## config.mk

```make
export PLATFORM = sky130hd
export DESIGN_NAME = fasta_base_filter_n_collapse_core_flat
export DESIGN_NICKNAME = d
export VERILOG_FILES = /design/src/rtl/fbfnc_pkg.sv /design/src/rtl/fbfnc_if.sv /design/src/rtl/fasta_base_filter_n_collapse_core.sv /design/src/rtl/fbfnc_decode.sv /design/src/flat_wrapper.sv
export SDC_FILE = /design/constraint.sdc
export NUM_CORES = 1
export LEC_CHECK = 0
export ABC_CLOCK_PERIOD_IN_PS = 8600
export BUFFER_PORTS_ARGS = -buffer_cell sky130_fd_sc_hd__buf_2
export CORE_ASPECT_RATIO = 2
export CORE_MARGIN = 5
export CORE_UTILIZATION = 55
export CTS_CLUSTER_DIAMETER = 50
export CTS_CLUSTER_SIZE = 25
export DETAILED_ROUTE_END_ITERATION = 16
export PLACE_DENSITY = 0.8
export REMOVE_ABC_BUFFERS = 1
export SYNTH_ARGS = -nofsm -noshare
export SYNTH_HDL_FRONTEND = slang
export SYNTH_SLANG_ARGS = --single-unit
```

## constraint.sdc

```tcl
create_clock -name clock -period 8.6 [get_ports clock]
set_input_delay 0.43 -clock clock [delete_from_list [all_inputs] [get_ports clock]]
set_output_delay 0.43 -clock clock [all_outputs]
set_load 0.03 [all_outputs]
```

## src/rtl/fbfnc_pkg.sv

```systemverilog
// Shared constants and types of the FASTA base filter.
// No dependencies; used by the interfaces, the decoder and the core.
package fbfnc_pkg;

   localparam int POS_BITS_DEFAULT = 32;
   localparam int CNT_BITS         = 32;
   localparam int OUT_POS_BITS     = 32;

   // Raw byte values of interest
   localparam logic [7:0] CHAR_NEWLINE = 8'd10;
   localparam logic [7:0] CHAR_HEADER  = 8'h3E;   // '>'
   localparam logic [7:0] CHAR_A       = 8'h61;   // 'a'
   localparam logic [7:0] CHAR_C       = 8'h63;   // 'c'
   localparam logic [7:0] CHAR_G       = 8'h67;   // 'g'
   localparam logic [7:0] CHAR_T       = 8'h74;   // 't'
   localparam logic [7:0] CHAR_N       = 8'h6E;   // 'n'
   localparam logic [7:0] CHAR_UPPER_A = 8'h41;   // 'A'
   localparam logic [7:0] CHAR_UPPER_Z = 8'h5A;   // 'Z'
   localparam logic [7:0] CASE_OFFSET  = 8'h20;

   // Base codes
   localparam logic [2:0] BASE_A = 3'd0;
   localparam logic [2:0] BASE_C = 3'd1;
   localparam logic [2:0] BASE_G = 3'd2;
   localparam logic [2:0] BASE_T = 3'd3;
   localparam logic [2:0] BASE_N = 3'd4;

   localparam int NUM_BASES = 5;

   // Classification of one raw byte
   typedef struct packed {
      logic       is_newline;
      logic       is_header_mark;
      logic       is_base;
      logic [2:0] base_code;
   } byte_class_type;

   // One result transaction
   typedef struct packed {
      logic [2:0]              base_code;
      logic                    new_symbol;
      logic                    run_ended;
      logic [OUT_POS_BITS-1:0] run_end_position;
      logic [CNT_BITS-1:0]     removed_total;
   } result_type;

endpackage

```

## src/rtl/fbfnc_if.sv

```systemverilog
// Valid/ready channel interfaces for the FASTA base filter.
// Depends on fbfnc_pkg for field widths.
interface fbfnc_req_if;
   logic       valid;
   logic       ready;
   logic [7:0] in_byte;

   modport source (output valid, output in_byte, input ready);
   modport sink   (input valid, input in_byte, output ready);
endinterface

interface fbfnc_rsp_if;
   logic                                valid;
   logic                                ready;
   logic [2:0]                          base_code;
   logic                                new_symbol;
   logic                                run_ended;
   logic [fbfnc_pkg::OUT_POS_BITS-1:0]  run_end_position;
   logic [fbfnc_pkg::CNT_BITS-1:0]      removed_total;

   modport source (output valid, output base_code, output new_symbol, output run_ended,
                   output run_end_position, output removed_total, input ready);
   modport sink   (input valid, input base_code, input new_symbol, input run_ended,
                   input run_end_position, input removed_total, output ready);
endinterface

```

## src/rtl/fasta_base_filter_n_collapse_core.sv

```systemverilog
// FASTA base filter core: drops headers and non-acgtn bytes, collapses n runs.
// Depends on fbfnc_pkg, fbfnc_if and fbfnc_decode.
//
// One raw byte is taken per cycle, every cycle, as long as the two-entry
// result buffer (output register plus skid register) has room; each byte
// updates the line, run, position and mask state in the cycle it is taken,
// and its result, if any, is registered into the output or skid register.
// Header lines, newlines, dropped bytes and extra n of a run give no result.
// Position and removed-base counters saturate; run_end_position saturates at
// all ones when the position does not fit in 32 bits.
module fasta_base_filter_n_collapse_core #(
   parameter int POS_BITS = fbfnc_pkg::POS_BITS_DEFAULT
) (
   input  logic              clock,
   input  logic              reset,
   fbfnc_req_if.sink         req_ch,
   fbfnc_rsp_if.source       rsp_ch
);

   typedef enum logic [1:0] {
      RUN_NONE,
      RUN_ONE,
      RUN_COLLAPSED
   } run_state_type;

   localparam logic [POS_BITS-1:0] POS_MAX = {POS_BITS{1'b1}};
   localparam logic [fbfnc_pkg::CNT_BITS-1:0] CNT_MAX = {fbfnc_pkg::CNT_BITS{1'b1}};

   // State registers
   logic                          at_line_start_ff, at_line_start_in;
   logic                          in_header_ff, in_header_in;
   run_state_type                 run_state_ff, run_state_in;
   logic [POS_BITS-1:0]           position_ff, position_in;
   logic                          pos_started_ff, pos_started_in;
   logic [fbfnc_pkg::CNT_BITS-1:0] removed_ff, removed_in;
   logic [fbfnc_pkg::NUM_BASES-1:0] seen_mask_ff, seen_mask_in;

   // Result buffer
   logic                          out_valid_ff, out_valid_in;
   fbfnc_pkg::result_type         out_data_ff, out_data_in;
   logic                          skid_valid_ff, skid_valid_in;
   fbfnc_pkg::result_type         skid_data_ff, skid_data_in;

   fbfnc_pkg::byte_class_type     byte_class;
   fbfnc_pkg::result_type         result;
   logic                          result_valid;
   logic                          req_take;
   logic                          rsp_take;
   logic                          seq_byte;
   logic [POS_BITS-1:0]           position_next;
   logic [63:0]                   position_wide;
   logic [fbfnc_pkg::NUM_BASES-1:0] base_bit;

   fbfnc_decode u_decode (
      .in_byte    (req_ch.in_byte),
      .byte_class (byte_class)
   );

   assign req_ch.ready = !skid_valid_ff;
   assign req_take     = req_ch.valid && req_ch.ready;
   assign rsp_take     = out_valid_ff && rsp_ch.ready;

   // A byte is a sequence byte unless it is a newline, a header mark at line
   // start, or part of a header line
   assign seq_byte = !byte_class.is_newline && !in_header_ff &&
                     !(at_line_start_ff && byte_class.is_header_mark);

   // Advance position: first symbol is index zero, then count up and hold at max
   always_comb begin
      if (!pos_started_ff) begin
         position_next = '0;
      end else if (position_ff != POS_MAX) begin
         position_next = position_ff + POS_BITS'(1);
      end else begin
         position_next = position_ff;
      end
   end

   assign position_wide = 64'(position_next);
   assign base_bit      = fbfnc_pkg::NUM_BASES'(1) << byte_class.base_code;

   // Next state and result for the incoming byte
   always_comb begin
      at_line_start_in = at_line_start_ff;
      in_header_in     = in_header_ff;
      run_state_in     = run_state_ff;
      position_in      = position_ff;
      pos_started_in   = pos_started_ff;
      removed_in       = removed_ff;
      seen_mask_in     = seen_mask_ff;
      result_valid     = 1'b0;

      result.base_code        = byte_class.base_code;
      result.new_symbol       = !(|(seen_mask_ff & base_bit));
      result.run_ended        = 1'b0;
      result.run_end_position = '0;
      result.removed_total    = removed_ff;

      if (req_take) begin
         if (byte_class.is_newline) begin
            at_line_start_in = 1'b1;
            in_header_in     = 1'b0;
         end else begin
            at_line_start_in = 1'b0;
            if (at_line_start_ff && byte_class.is_header_mark) begin
               in_header_in = 1'b1;
            end
         end

         if (seq_byte && byte_class.is_base) begin
            position_in    = position_next;
            pos_started_in = 1'b1;
            if (byte_class.base_code == fbfnc_pkg::BASE_N && run_state_ff != RUN_NONE) begin
               // Drop the extra n and count it
               run_state_in = RUN_COLLAPSED;
               if (removed_ff != CNT_MAX) begin
                  removed_in = removed_ff + fbfnc_pkg::CNT_BITS'(1);
               end
            end else begin
               result_valid = 1'b1;
               seen_mask_in = seen_mask_ff | base_bit;
               if (byte_class.base_code == fbfnc_pkg::BASE_N) begin
                  run_state_in = RUN_ONE;
               end else begin
                  run_state_in = RUN_NONE;
                  if (run_state_ff == RUN_COLLAPSED) begin
                     result.run_ended        = 1'b1;
                     result.run_end_position = (|position_wide[63:32]) ? '1 :
                                               position_wide[31:0];
                  end
               end
            end
         end
      end
   end

   // Route results through the output register and the skid register
   always_comb begin
      out_valid_in  = out_valid_ff;
      out_data_in   = out_data_ff;
      skid_valid_in = skid_valid_ff;
      skid_data_in  = skid_data_ff;
      if (!out_valid_ff || rsp_take) begin
         if (skid_valid_ff) begin
            out_valid_in  = 1'b1;
            out_data_in   = skid_data_ff;
            skid_valid_in = result_valid;
            skid_data_in  = result;
         end else begin
            out_valid_in = result_valid;
            out_data_in  = result;
         end
      end else if (result_valid) begin
         skid_valid_in = 1'b1;
         skid_data_in  = result;
      end
   end

   // Hold state and registered outputs
   always_ff @(posedge clock) begin
      if (reset) begin
         at_line_start_ff <= 1'b1;
         in_header_ff     <= 1'b0;
         run_state_ff     <= RUN_NONE;
         position_ff      <= POS_MAX;
         pos_started_ff   <= 1'b0;
         removed_ff       <= '0;
         seen_mask_ff     <= '0;
         out_valid_ff     <= 1'b0;
         skid_valid_ff    <= 1'b0;
      end else begin
         at_line_start_ff <= at_line_start_in;
         in_header_ff     <= in_header_in;
         run_state_ff     <= run_state_in;
         position_ff      <= position_in;
         pos_started_ff   <= pos_started_in;
         removed_ff       <= removed_in;
         seen_mask_ff     <= seen_mask_in;
         out_valid_ff     <= out_valid_in;
         skid_valid_ff    <= skid_valid_in;
      end
      out_data_ff  <= out_data_in;
      skid_data_ff <= skid_data_in;
   end

   // Drive the result channel
   assign rsp_ch.valid            = out_valid_ff;
   assign rsp_ch.base_code        = out_data_ff.base_code;
   assign rsp_ch.new_symbol       = out_data_ff.new_symbol;
   assign rsp_ch.run_ended        = out_data_ff.run_ended;
   assign rsp_ch.run_end_position = out_data_ff.run_end_position;
   assign rsp_ch.removed_total    = out_data_ff.removed_total;

endmodule

```

## src/rtl/fbfnc_decode.sv

```systemverilog
// Byte classifier: case folding and acgtn lookup for one raw byte.
// Depends on fbfnc_pkg.
module fbfnc_decode (
   input  logic [7:0]                in_byte,
   output fbfnc_pkg::byte_class_type byte_class
);

   logic [7:0] folded;

   // Fold upper-case ASCII letters to lower case
   always_comb begin
      if (in_byte >= fbfnc_pkg::CHAR_UPPER_A && in_byte <= fbfnc_pkg::CHAR_UPPER_Z) begin
         folded = in_byte + fbfnc_pkg::CASE_OFFSET;
      end else begin
         folded = in_byte;
      end
   end

   // Map the folded byte to a base code
   always_comb begin
      byte_class.is_newline     = (in_byte == fbfnc_pkg::CHAR_NEWLINE);
      byte_class.is_header_mark = (in_byte == fbfnc_pkg::CHAR_HEADER);
      byte_class.is_base        = 1'b1;
      byte_class.base_code      = fbfnc_pkg::BASE_A;
      unique case (folded)
         fbfnc_pkg::CHAR_A: byte_class.base_code = fbfnc_pkg::BASE_A;
         fbfnc_pkg::CHAR_C: byte_class.base_code = fbfnc_pkg::BASE_C;
         fbfnc_pkg::CHAR_G: byte_class.base_code = fbfnc_pkg::BASE_G;
         fbfnc_pkg::CHAR_T: byte_class.base_code = fbfnc_pkg::BASE_T;
         fbfnc_pkg::CHAR_N: byte_class.base_code = fbfnc_pkg::BASE_N;
         default:           byte_class.is_base   = 1'b0;
      endcase
   end

endmodule

```

## src/flat_wrapper.sv

```systemverilog
// flat-port wrapper written by rule: the top's interface ports become plain ports
module fasta_base_filter_n_collapse_core_flat 
#(
   parameter int POS_BITS = fbfnc_pkg::POS_BITS_DEFAULT
)
  (clock, reset, req_ch_valid, req_ch_in_byte, req_ch_ready, rsp_ch_valid, rsp_ch_base_code, rsp_ch_new_symbol, rsp_ch_run_ended, rsp_ch_run_end_position, rsp_ch_removed_total, rsp_ch_ready);
  fbfnc_req_if req_ch_i ();
  fbfnc_rsp_if rsp_ch_i ();
  input  logic clock;
  input  logic reset;
  input wire logic [$bits(req_ch_i.valid)-1:0] req_ch_valid;
  input wire logic [$bits(req_ch_i.in_byte)-1:0] req_ch_in_byte;
  output wire logic [$bits(req_ch_i.ready)-1:0] req_ch_ready;
  output wire logic [$bits(rsp_ch_i.valid)-1:0] rsp_ch_valid;
  output wire logic [$bits(rsp_ch_i.base_code)-1:0] rsp_ch_base_code;
  output wire logic [$bits(rsp_ch_i.new_symbol)-1:0] rsp_ch_new_symbol;
  output wire logic [$bits(rsp_ch_i.run_ended)-1:0] rsp_ch_run_ended;
  output wire logic [$bits(rsp_ch_i.run_end_position)-1:0] rsp_ch_run_end_position;
  output wire logic [$bits(rsp_ch_i.removed_total)-1:0] rsp_ch_removed_total;
  input wire logic [$bits(rsp_ch_i.ready)-1:0] rsp_ch_ready;
  assign req_ch_i.valid = req_ch_valid;
  assign req_ch_i.in_byte = req_ch_in_byte;
  assign req_ch_ready = req_ch_i.ready;
  assign rsp_ch_valid = rsp_ch_i.valid;
  assign rsp_ch_base_code = rsp_ch_i.base_code;
  assign rsp_ch_new_symbol = rsp_ch_i.new_symbol;
  assign rsp_ch_run_ended = rsp_ch_i.run_ended;
  assign rsp_ch_run_end_position = rsp_ch_i.run_end_position;
  assign rsp_ch_removed_total = rsp_ch_i.removed_total;
  assign rsp_ch_i.ready = rsp_ch_ready;
  fasta_base_filter_n_collapse_core #(.POS_BITS(POS_BITS)) u_core (.clock(clock), .reset(reset), .req_ch(req_ch_i), .rsp_ch(rsp_ch_i));
endmodule
```

==> flow_metrics.tcl <==
set metrics [dict create \
    min_period_ps 2930 \
    grt_antenna_before_repair 0 \
    peakVddDrop_mv 0.143 \
    gp_congestion 0.955 \
    grt-ovfl-total 0 \
    rsz0062_at_grt "no" \
    hold_class "input pin to flip-flop" \
    antenna_left 0 \
    wl_um 22100 \
    area_growth_pct 9.95 \
    synth.avg_cell_area_um2 11.0 \
    layout_common_cells "138 x edfxtp_1, 82 x buf_2, 77 x nor2_1" \
    fmax_mhz 342 \
    drv_slew 0 \
    dieWidth_um 104 \
    internal_power_mw 1.44 \
    grt_use_total_pct 20.8 \
    sequentialPowerShare_pct 57.6 \
    cts-htree-levels 1 \
    cts_tree "built" \
    dieArea_mm2 0.0206 \
    finalCritPeriodShare_pct 34.0 \
    p_sw_share_pct 23.9 \
    layout_commonest_cell "edfxtp_1" \
    diodes 0 \
    drtIter0Drc 459 \
    pre_cts_ws_ps 5430 \
    clock-sinks 214 \
    drive_gt1_share_pct 16.9 \
    status "completed" \
    setup_slack_ps 5670 \
    combPwrFrac_pct 9.0 \
    dieHeight_um 198 \
    synth_enable_flop_cells 138 \
    nets 954 \
    hpwl_um 15200 \
    clk_path_buf_depth 3 \
    vias_per_cell 6.33 \
    cts-root-buf "clkbuf_16" \
    cts_hold_buf 0 \
    clock_latency_ps 470 \
    p_clk_share_pct 33.4 \
    cts_resized 0 \
    io_pins 83 \
    core_mm2 0.0174 \
    end_kind "flip-flop" \
    synth.distinct_cells 65 \
    crit_type "flip-flop to flip-flop" \
    avgRoutedWirePerCell_um 19.1 \
    grt_pass1_wl_um 35500 \
    relSlewSlack_pct 29.9 \
    nFillCells 1499 \
    finalSetupTns_ps 0 \
    hp-start "req_ch_valid" \
    cp.required_ps 8960 \
    ys.warnings.count 0 \
    yosysSeqAreaShare_pct 58.4 \
    crit_fanout 9 \
    r2r_start "u_core.position_ff[0]$_SDFFE_PP1P_" \
    power_switching_mw 0.451 \
    worstPathArrival_ps 3280 \
    num_rows 68 \
    drc 0 \
    p_per_area_mw_per_mm2 177 \
    synthCells 879 \
    critPathLaunch "u_core.position_ff[0]$_SDFFE_PP1P_" \
    synth_ff_type "edfxtp_1" \
    clk_pin_slew_ps 100 \
    finalHoldViolations 0 \
    setup_viol 0 \
    critPathLaunchType "flip-flop" \
    post-cts-setup-buffer-count 0 \
    num_vias 7307 \
    async_flop_share_pct 0 \
    dr.pass1.iters 5 \
    grt_max_degree 78 \
    cts_buffers 13 \
    fin_skew_ps 17.9 \
    start_util_pct 55.9 \
    drv_cap 0 \
    grt_pass1_vias 7148 \
    ys_ff_latch 214 \
    worstMarginPinSlew_ps 1040 \
    netlist_area_mm2 0.00970 \
    power_leakage_nw 4.26 \
    port_buffers 82 \
]
## critical path: stages (launching register included)
cell and delay, ps:
dfxtp_1 490, ha_1 300, nand2_1 130, nor3_2 580
nand2_1 290, nor4_1 530, o21ai_0 170, a221o_1 320
## power groups by stage
stage | Clock [mW] | Combinational, mW | Sequential (mW)
2_1_floorplan | 0 | 0.113 | 1.12
3_3_place_gp | 0 | 0.166 | 1.11
3_5_place_dp | 0 | 0.168 | 1.11
4_1_cts | 0.643 | 0.169 | 1.09
5_1_grt | 0.681 | 0.186 | 1.09
6_report | 0.631 | 0.170 | 1.09
## area by class of cell
type                    count  area, um2  share of cell area [%]
inverters                  16       60.1                   0.563
multi-input cells         603       3800                    35.7
repair buffers             91        478                    4.48
flip-flops and latches    214       5670                    53.1
clock buffers              16        347                    3.25
well taps                 210        263                    2.46
clock inverters             5       45.0                   0.422
## registers in the layout (all words and copies together) (netlist names)
signal and flops:
u_core.skid_data_ff 69, u_core.position_ff 32, u_core.removed_ff 32, u_core.rsp_ch.removed_total 32, u_core.rsp_ch.run_end_position 32, u_core.seen_mask_ff 5, u_core.rsp_ch.base_code 3, u_core.run_state_ff 2
u_core.at_line_start_ff 1, u_core.in_header_ff 1, u_core.pos_started_ff 1, u_core.rsp_ch.new_symbol 1, u_core.rsp_ch.run_ended 1, u_core.rsp_ch.valid 1, u_core.skid_valid_ff 1
## routing by layer
layer | global-route usage, % | wire length (um) | vias to the layer above
met5 | 0 | 0 | -
met4 | 10.9 | 1030 | 0
met3 | 2.32 | 1070 | 81
met2 | 40.1 | 12300 | 249
met1 | 21.7 | 7720 | 3519
li1 | - | - | 3458
## synthesized netlist by cell type, types with 17 or more instances
cell type / number / area, um2
dfxtp_1: 76 / 1520
a21oi_1: 44 / 220
nand2_1: 62 / 233
xnor2_1: 17 / 149
nand4_1: 30 / 188
or3_1: 18 / 113
o21ai_0: 57 / 285
clkbuf_1: 34 / 128
a21o_1: 20 / 150
edfxtp_1: 138 / 4140
mux2_2: 34 / 383
nor3_1: 26 / 130
nand3_1: 44 / 220
nor2_1: 77 / 289
## cell families (layout without fill, tap and decap cells)
| group | after synthesis | in the layout | synth area share, % |
|---|---|---|---|
| AND/OR/NAND/NOR | 343 | 343 | 18.7 |
| flip-flops | 214 | 214 | 58.4 |
| AO/OA/AOI/OAI | 187 | 187 | 12.7 |
| buffers and inverters | 62 | 128 | 2.58 |
| multiplexers | 39 | 39 | 4.46 |
| XOR/XNOR | 31 | 31 | 2.80 |
| adder cells (fa/ha/maj) | 3 | 3 | 0.387 |
## through the flow
stage | std cells | cell area, um2 | power (mW) | utilization (%) | hold slack, ps
after floorplan | 833 | 9510 | 1.23 | - | 420
after global placement | 1134 | 10300 | 1.28 | 59.2 | 448
after detailed placement | 1134 | 10300 | 1.28 | 59.2 | 452
after CTS | 1155 | 10700 | 1.90 | 61.4 | 314
after global routing | 1155 | 10700 | 1.96 | 61.4 | 366
final | 1155 | 10700 | 1.89 | 61.4 | 322
## path summary, 6_finish.rpt
path                                                to  slack, ps  cells past startpoint
setup reg to reg   u_core.position_ff[26]$_SDFFE_PP1P_       5670                      7
hold / removal    u_core.at_line_start_ff$_SDFFE_PP1P_        320                      3
setup / recovery   u_core.position_ff[26]$_SDFFE_PP1P_       5670                      7
hold reg to reg   u_core.at_line_start_ff$_SDFFE_PP1P_        460                      2
Note: power is estimated with default switching activity, not from simulation.
